==> src/fdmc_div.sv <==
`timescale 1ns / 1ps
// ----------------------------------------------------------------------------
// fdmc_div
// Restoring divider, one quotient bit per cycle through one shared subtractor.
// ----------------------------------------------------------------------------
module fdmc_div #(
    parameter int DW = 33,
    parameter int VW = 22
) (
    input  logic          i_clk,
    input  logic          i_rst_n,
    input  logic          i_start,
    input  logic [DW-1:0] i_dividend,
    input  logic [VW-1:0] i_divisor,
    output logic          o_done,
    output logic [DW-1:0] o_quotient
);

    localparam int CNT_BITS = $clog2(DW);

    logic                r_busy;
    logic                r_done;
    logic [CNT_BITS-1:0] r_cnt;
    logic [VW-1:0]       r_rem;
    logic [DW-1:0]       r_q;

    logic [VW:0] shifted;
    logic [VW:0] trial;
    logic        fits;

    assign shifted = {r_rem, r_q[DW-1]};
    assign trial   = shifted - {1'b0, i_divisor};
    assign fits    = !trial[VW];

    always_ff @(posedge i_clk) begin
        if (!i_rst_n) begin
            r_busy <= 1'b0;
            r_done <= 1'b0;
            r_cnt  <= '0;
        end else begin
            r_done <= 1'b0;
            if (i_start) begin
                r_busy <= 1'b1;
                r_cnt  <= CNT_BITS'(DW - 1);
            end else if (r_busy) begin
                r_cnt <= r_cnt - 1'b1;
                if (r_cnt == '0) begin
                    r_busy <= 1'b0;
                    r_done <= 1'b1;
                end
            end
        end
    end

    always_ff @(posedge i_clk) begin
        if (i_start) begin
            r_q   <= i_dividend;
            r_rem <= '0;
        end else if (r_busy) begin
            r_rem <= fits ? trial[VW-1:0] : shifted[VW-1:0];
            r_q   <= {r_q[DW-2:0], fits};
        end
    end

    assign o_done     = r_done;
    assign o_quotient = r_q;

endmodule
==> config.mk <==
export PLATFORM = sky130hd
export DESIGN_NAME = fdmc_div
export DESIGN_NICKNAME = d
export VERILOG_FILES = /design/src/fdmc_div.sv
export SDC_FILE = /design/constraint.sdc
export NUM_CORES = 1
export LEC_CHECK = 0
export BUFFER_PORTS_ARGS = -buffer_cell sky130_fd_sc_hd__buf_2
export CAP_MARGIN = 0
export CORE_ASPECT_RATIO = 0.7
export CORE_MARGIN = 4
export CORE_UTILIZATION = 35
export CTS_CLUSTER_SIZE = 16
export DETAILED_ROUTE_END_ITERATION = 8
export GPL_TIMING_DRIVEN = 0
export PLACE_DENSITY = 0.56
export SYNTH_ARGS = -nofsm -noshare
export SYNTH_HDL_FRONTEND = slang
export SYNTH_SLANG_ARGS = --single-unit
==> constraint.sdc <==
create_clock -name i_clk -period 5.7 [get_ports i_clk]
set_input_delay 1.14 -clock i_clk [delete_from_list [all_inputs] [get_ports i_clk]]
set_output_delay 1.14 -clock i_clk [all_outputs]
set_load 0.02 [all_outputs]
# Word level (Yosys, flattened, before mapping)
# Cells that the tools add are included.
# Widths: inputs -> output; s select.
[totals]
ff_bits = 63
latchBits = 0
mem_bits_rw = 0
romBits = 0
wordCells = 24
n_memories = 0
[op_classes]
n_addsub = 2
n_mul = 0
div = 0
magnitude_cmp = 0
n_eq_ne = 0
n_shift = 0
muxes = 9
bitwise_logic = 2
reduce_logical = 5
[op_table]
columns = ["operator", "count"]
rows = [
  ["$mux 33", 2],
  ["$sub 23x22->23", 1],
  ["$mux 22", 1],
  ["$mux 6", 2],
  ["$logic_not 6->1", 1],
  ["$sub 6x1->6 const B", 1],
  ["$mux 1", 4],
  ["$reduce_or 3->1", 1],
  ["$not 1->1", 2],
  ["$reduce_bool 2->1", 1],
  ["$reduce_or 2->1", 1],
  ["$logic_not 1->1", 1],
]

# Longest topological paths before layout
[logic_depth]
depth_word = 4
mapped_depth = 13

# Least setup slack after synthesis
# No wires, ideal clock.
[synth_path]
path_type = "input -> register"
from = "in i_divisor[0]"
to = "reg r_q[0], in the netlist o_quotient[0], data pin"
setup_time_ns = 0.260
arrival_ns = 3.024
required_ns = 5.440
setup_slack_ns = 2.416
stages = 10
path_cell_list = "ha_1 -> inv_1 -> fa_1 -> a211oi_1 -> o21ai_1 -> nand3_1 -> and4b_1 -> nor3_2 -> buf_4 -> mux2_2"
[synth_via]
elab_chain_len = 4
[synth_lines]
columns = ["element", "line_no", "text"]
rows = [
  ["from (decl)", "14", "input logic [VW-1:0] i_divisor,"],
  ["$sub 23x22->23", "32", "assign trial = shifted - {1'b0, i_divisor};"],
  ["$logic_not 1->1", "33", "assign fits = !trial[VW];"],
  ["$mux 33", "59", "end else if (r_busy) begin"],
  ["$mux 33", "56", "if (i_start) begin"],
  ["to (signal assigned)", "57", "r_q <= i_dividend;"],
  ["to (signal assigned)", "61", "r_q <= {r_q[DW-2:0], fits};"],
  ["to (decl)", "25", "logic [DW-1:0] r_q;"],
]
# Every way passes these cells. The select of a mux whose other input is x is not followed.
# A chain may end at the register's enable or synchronous reset.

# Worst setup path after layout
[layout_path]
from = "in i_divisor[0]"
to = "reg r_rem[20]"
[layout_via]
elab_chain_len = 2
[layout_lines]
columns = ["element", "line_no", "text"]
rows = [
  ["$sub 23x22->23", "32", ""],
  ["$mux 22", "60", "r_rem <= fits ? trial[VW-1:0] : shifted[VW-1:0];"],
  ["to (signal assigned)", "60", ""],
  ["to (decl)", "24", "logic [VW-1:0] r_rem;"],
]
# Every way passes these cells.

==> summary.md <==
| Metric | Value |
|---|---|
| WS Path Type | in -> reg |
| Most frequent cells in the layout | buf_2, nand2_1, mux2_2, nor2_1, edfxtp_1 |
| Clk_lat worst skew | 0.33 ns |
| Most common cell after layout, fill and taps aside | buf_2 |
| Max Fclk | 0.290 GHz |
| Post-synthesis compound-gate area fraction | 15.6% |
| Crit path time final | 3.44 ns |
| Die ar. | 0.0132 mm2 |
| Final worst setup slack | 2.26 ns |
| Relative slew slack | 47.0% |
| DRC viols | 0 |
| Clock Path Buffers | 2 |
| Async SR Flop Fraction | 0% |
| Final GP Congestion | 0.820 |
| Hold Vio Cnt, Final | 0 |
| #FFs+latches synth | 63 |
| Cells after Synth | 413 |
| Avg Vias per Cell | 5.05 |
| TritonCTS clock tree | built |
| Nets@finish | 599 |
| Cell accounting for the most synthesized area | edfxtp_1 |
| Mux cell area share after synthesis | 12.9% |
| Crit path max fanout | 10 |
| Post-CTS Repair Setup Buffers | 0 |
| Main combinational cell family by area after synthesis | compound AO/OA/AOI/OAI gates |
| Cell total after placement | 657 |
| CP max stage cell | fa_1 |
| Antenna viol nets, final | 0 |
| GRT overflow | 0 |
| Met1 GRT Util | 23.6% |
| Die Wd | 135 um |
| Vias in the first global route | 3439 |
| Clock slew at reported path FFs | 0.06 ns |
| Slew Limit Fails | 0 |
| Starting Density | 36.0% |
| GRT Total Usage | 15.9% |
| CTS sink count | 63 |
| Vias | 3405 |
| Worst setup EP type | flop |
| CP required | 5.95 ns |
| Detailed Route Iter0 Violations | 243 |
| CTS Buf Count | 9 |
| Drt wl/cell | 15.3 um |
| Leak Pwr | 2.10 nW |
| Area grow syn2layout | 25.0% |
| Layout cell share with drive strength beyond 1 | 29.2% |
| Worst path max stage delay | 0.42 ns |
| H-tree depth | 3 |
| # hold bufs at CTS | 0 |
| Yosys top cell area share | 24.9% |
| Critical path, cell by cell | buf_2, ha_1, inv_1, fa_1, a211oi_1, o21ai_1, nand3_1, a31oi_1, nor3_2, buf_6, buf_4, nand4_1, o211ai_1 |
| Register area share after synthesis | 40.0% |
| M2 GR Usage | 21.8% |
| Initial antenna violation count | 0 |
| Drt total wl | 10300 um |
| Routing usage on met3 | 6.26% |
| Mapped Nets | 496 |
| Pre-antenna DRT Iters | 4 |
| Fill count | 1112 |
| Adder-cell share of the synthesized area | 8.05% |
| Most used DFF post-synth | edfxtp_1 |
| Hold Path Class | reg -> reg |
| Register area | 0.00159 mm2 |
| First-pass GRT wire length | 16900 um |
| WHS | 0.480 ns |
| Synth area leaders | edfxtp_1, dfxtp_1, mux2_2 |
| Final Setup Violations | 0 |
| Pwr Density | 282 mW/mm2 |
| Delay-heaviest family, CP | compound AO/OA/AOI/OAI gates |
| Number of library cell types mapped by synthesis | 56 |
| Synth Area in XOR/XNOR | 3.74% |
| DIE HEIGHT | 97.2 um |
| Worst path arrival time | 3.70 ns |
| Site Rows | 32 |
| Total negative setup slack | 0 ns |
| Number of synthesized flops with an enable pin | 33 |
| Post_cts resized | 0 |
| I/O pin count | 92 |
| Avg Inst Size Synth | 9.63 um2 |
| Post-DP HPWL | 7900 um |
| Synthesized area | 0.00398 mm2 |
| RSZ-0062 raised after global routing | false |
| Multi-input gate area | 0.00219 mm2 |
| Port-buffer cells | 91 |
| Root Driver | clkbuf_16 |
| Core Area | 0.0111 mm2 |
| Max Cap Viol | 0 |
| Peak VDD IR | 159 uV |
| Total Power | 1.40 mW |
| Busiest grt layer | met1 |
| Part of the cycle the worst path needs | 60.4% |
| Finished Layout Cells | 674 |
| Status | complete, no violations |
| Simple-gate area share of the yosys netlist | 14.7% |
| Worst setup SP type | input pin |
| Final setup skew | 0.00455 ns |
| Number of synthesis warnings | 0 |
| WP buf/inv | 4 |
| Ant diodes | 0 |
| Pre-CTS WS | 1.95 ns |
| Largest net degree at the start of global routing | 34 |
| Worst-Margin Slew | 0.795 ns |
worst min-delay path, cell delays in order, from the launching register on:
cell     delay [ns]
dfxtp_1        0.31
nand2_1        0.06
a21oi_1        0.06
flip-flops by register name, summed over array words and instances, names as in the netlist:
register,cells
r_busy,1
r_cnt,6
o_done,1
o_quotient,33
r_rem,22
routing by layer:
| metal | vias to the layer above | share of wire, % |
|---|---|---|
| li1 | 1731 | - |
| met1 | 1576 | 50 |
| met2 | 92 | 40 |
| met3 | 6 | 8.6 |
| met4 | 0 | 0.81 |
| met5 | - | 0 |
area by class of cell:
cell class | instances | area share [%]
clock buffers | 9 | 4.53
inverters | 31 | 2.34
well taps | 153 | 3.85
flip-flops and latches | 63 | 32.0
clock inverters | 7 | 1.91
multi-input cells | 302 | 44.0
plain buffers | 17 | 1.66
repair buffers | 92 | 9.71
power breakdown:
part	switching [mW]	total, mW	internal [mW]	leakage (nW)
Clock	0.209	0.592	0.383	0.156
Combinational	0.154	0.268	0.113	1.37
Sequential	0.0211	0.541	0.520	0.576
Total	0.384	1.40	1.02	2.10
synthesized netlist by cell type, types with 2 or more instances:
cell / instances
nand3_1: 7
o311a_1: 2
and2_1: 3
mux2i_1: 12
dfxtp_1: 30
o2111ai_1: 3
a31oi_1: 4
o221ai_1: 4
or3_1: 3
buf_2: 2
and3_1: 3
o21bai_1: 3
buf_4: 2
and4b_1: 2
o211ai_1: 7
o21a_1: 3
a211oi_1: 13
nor3_1: 10
a21oi_1: 20
a21o_1: 7
mux2_2: 35
nand2b_1: 3
xnor2_1: 8
o21ai_0: 13
ha_1: 24
edfxtp_1: 33
inv_1: 31
and4_1: 4
nor2_1: 33
xor2_1: 9
nor2b_1: 3
nand4_1: 3
clkbuf_1: 7
nand2_1: 41
buf_1: 4
a221o_1: 2
kinds of logic after synthesis:
logic type	after synthesis
AO/OA/AOI/OAI	91
XOR/XNOR	17
adder cells (fa/ha/maj)	25
buffers and inverters	48
flip-flops	63
multiplexers	47
AND/OR/NAND/NOR	122
stage by stage:
stage | instance area (um2) | util, %
floorplan | 3980 | -
global placement | 4630 | 41.9
detailed placement | 4630 | 41.9
CTS | 4950 | 44.8
global route | 4970 | 45.0
finish | 4970 | 45.0
path summary, 6_finish.rpt:
path                       startpoint  depth (start not counted)                endpoint  slack [ns]
max reg2reg  o_quotient[32]$_DFFE_PP_                         13  r_rem[20]$_SDFFE_PP0P_        2.64
max                      i_divisor[0]                         13  r_rem[20]$_SDFFE_PP0P_        2.26
min reg2reg     r_cnt[0]$_SDFFE_PP0P_                          2   r_cnt[0]$_SDFFE_PP0P_        0.48
min             r_cnt[0]$_SDFFE_PP0P_                          2   r_cnt[0]$_SDFFE_PP0P_        0.48
Note: power is estimated with default switching activity, not from simulation.
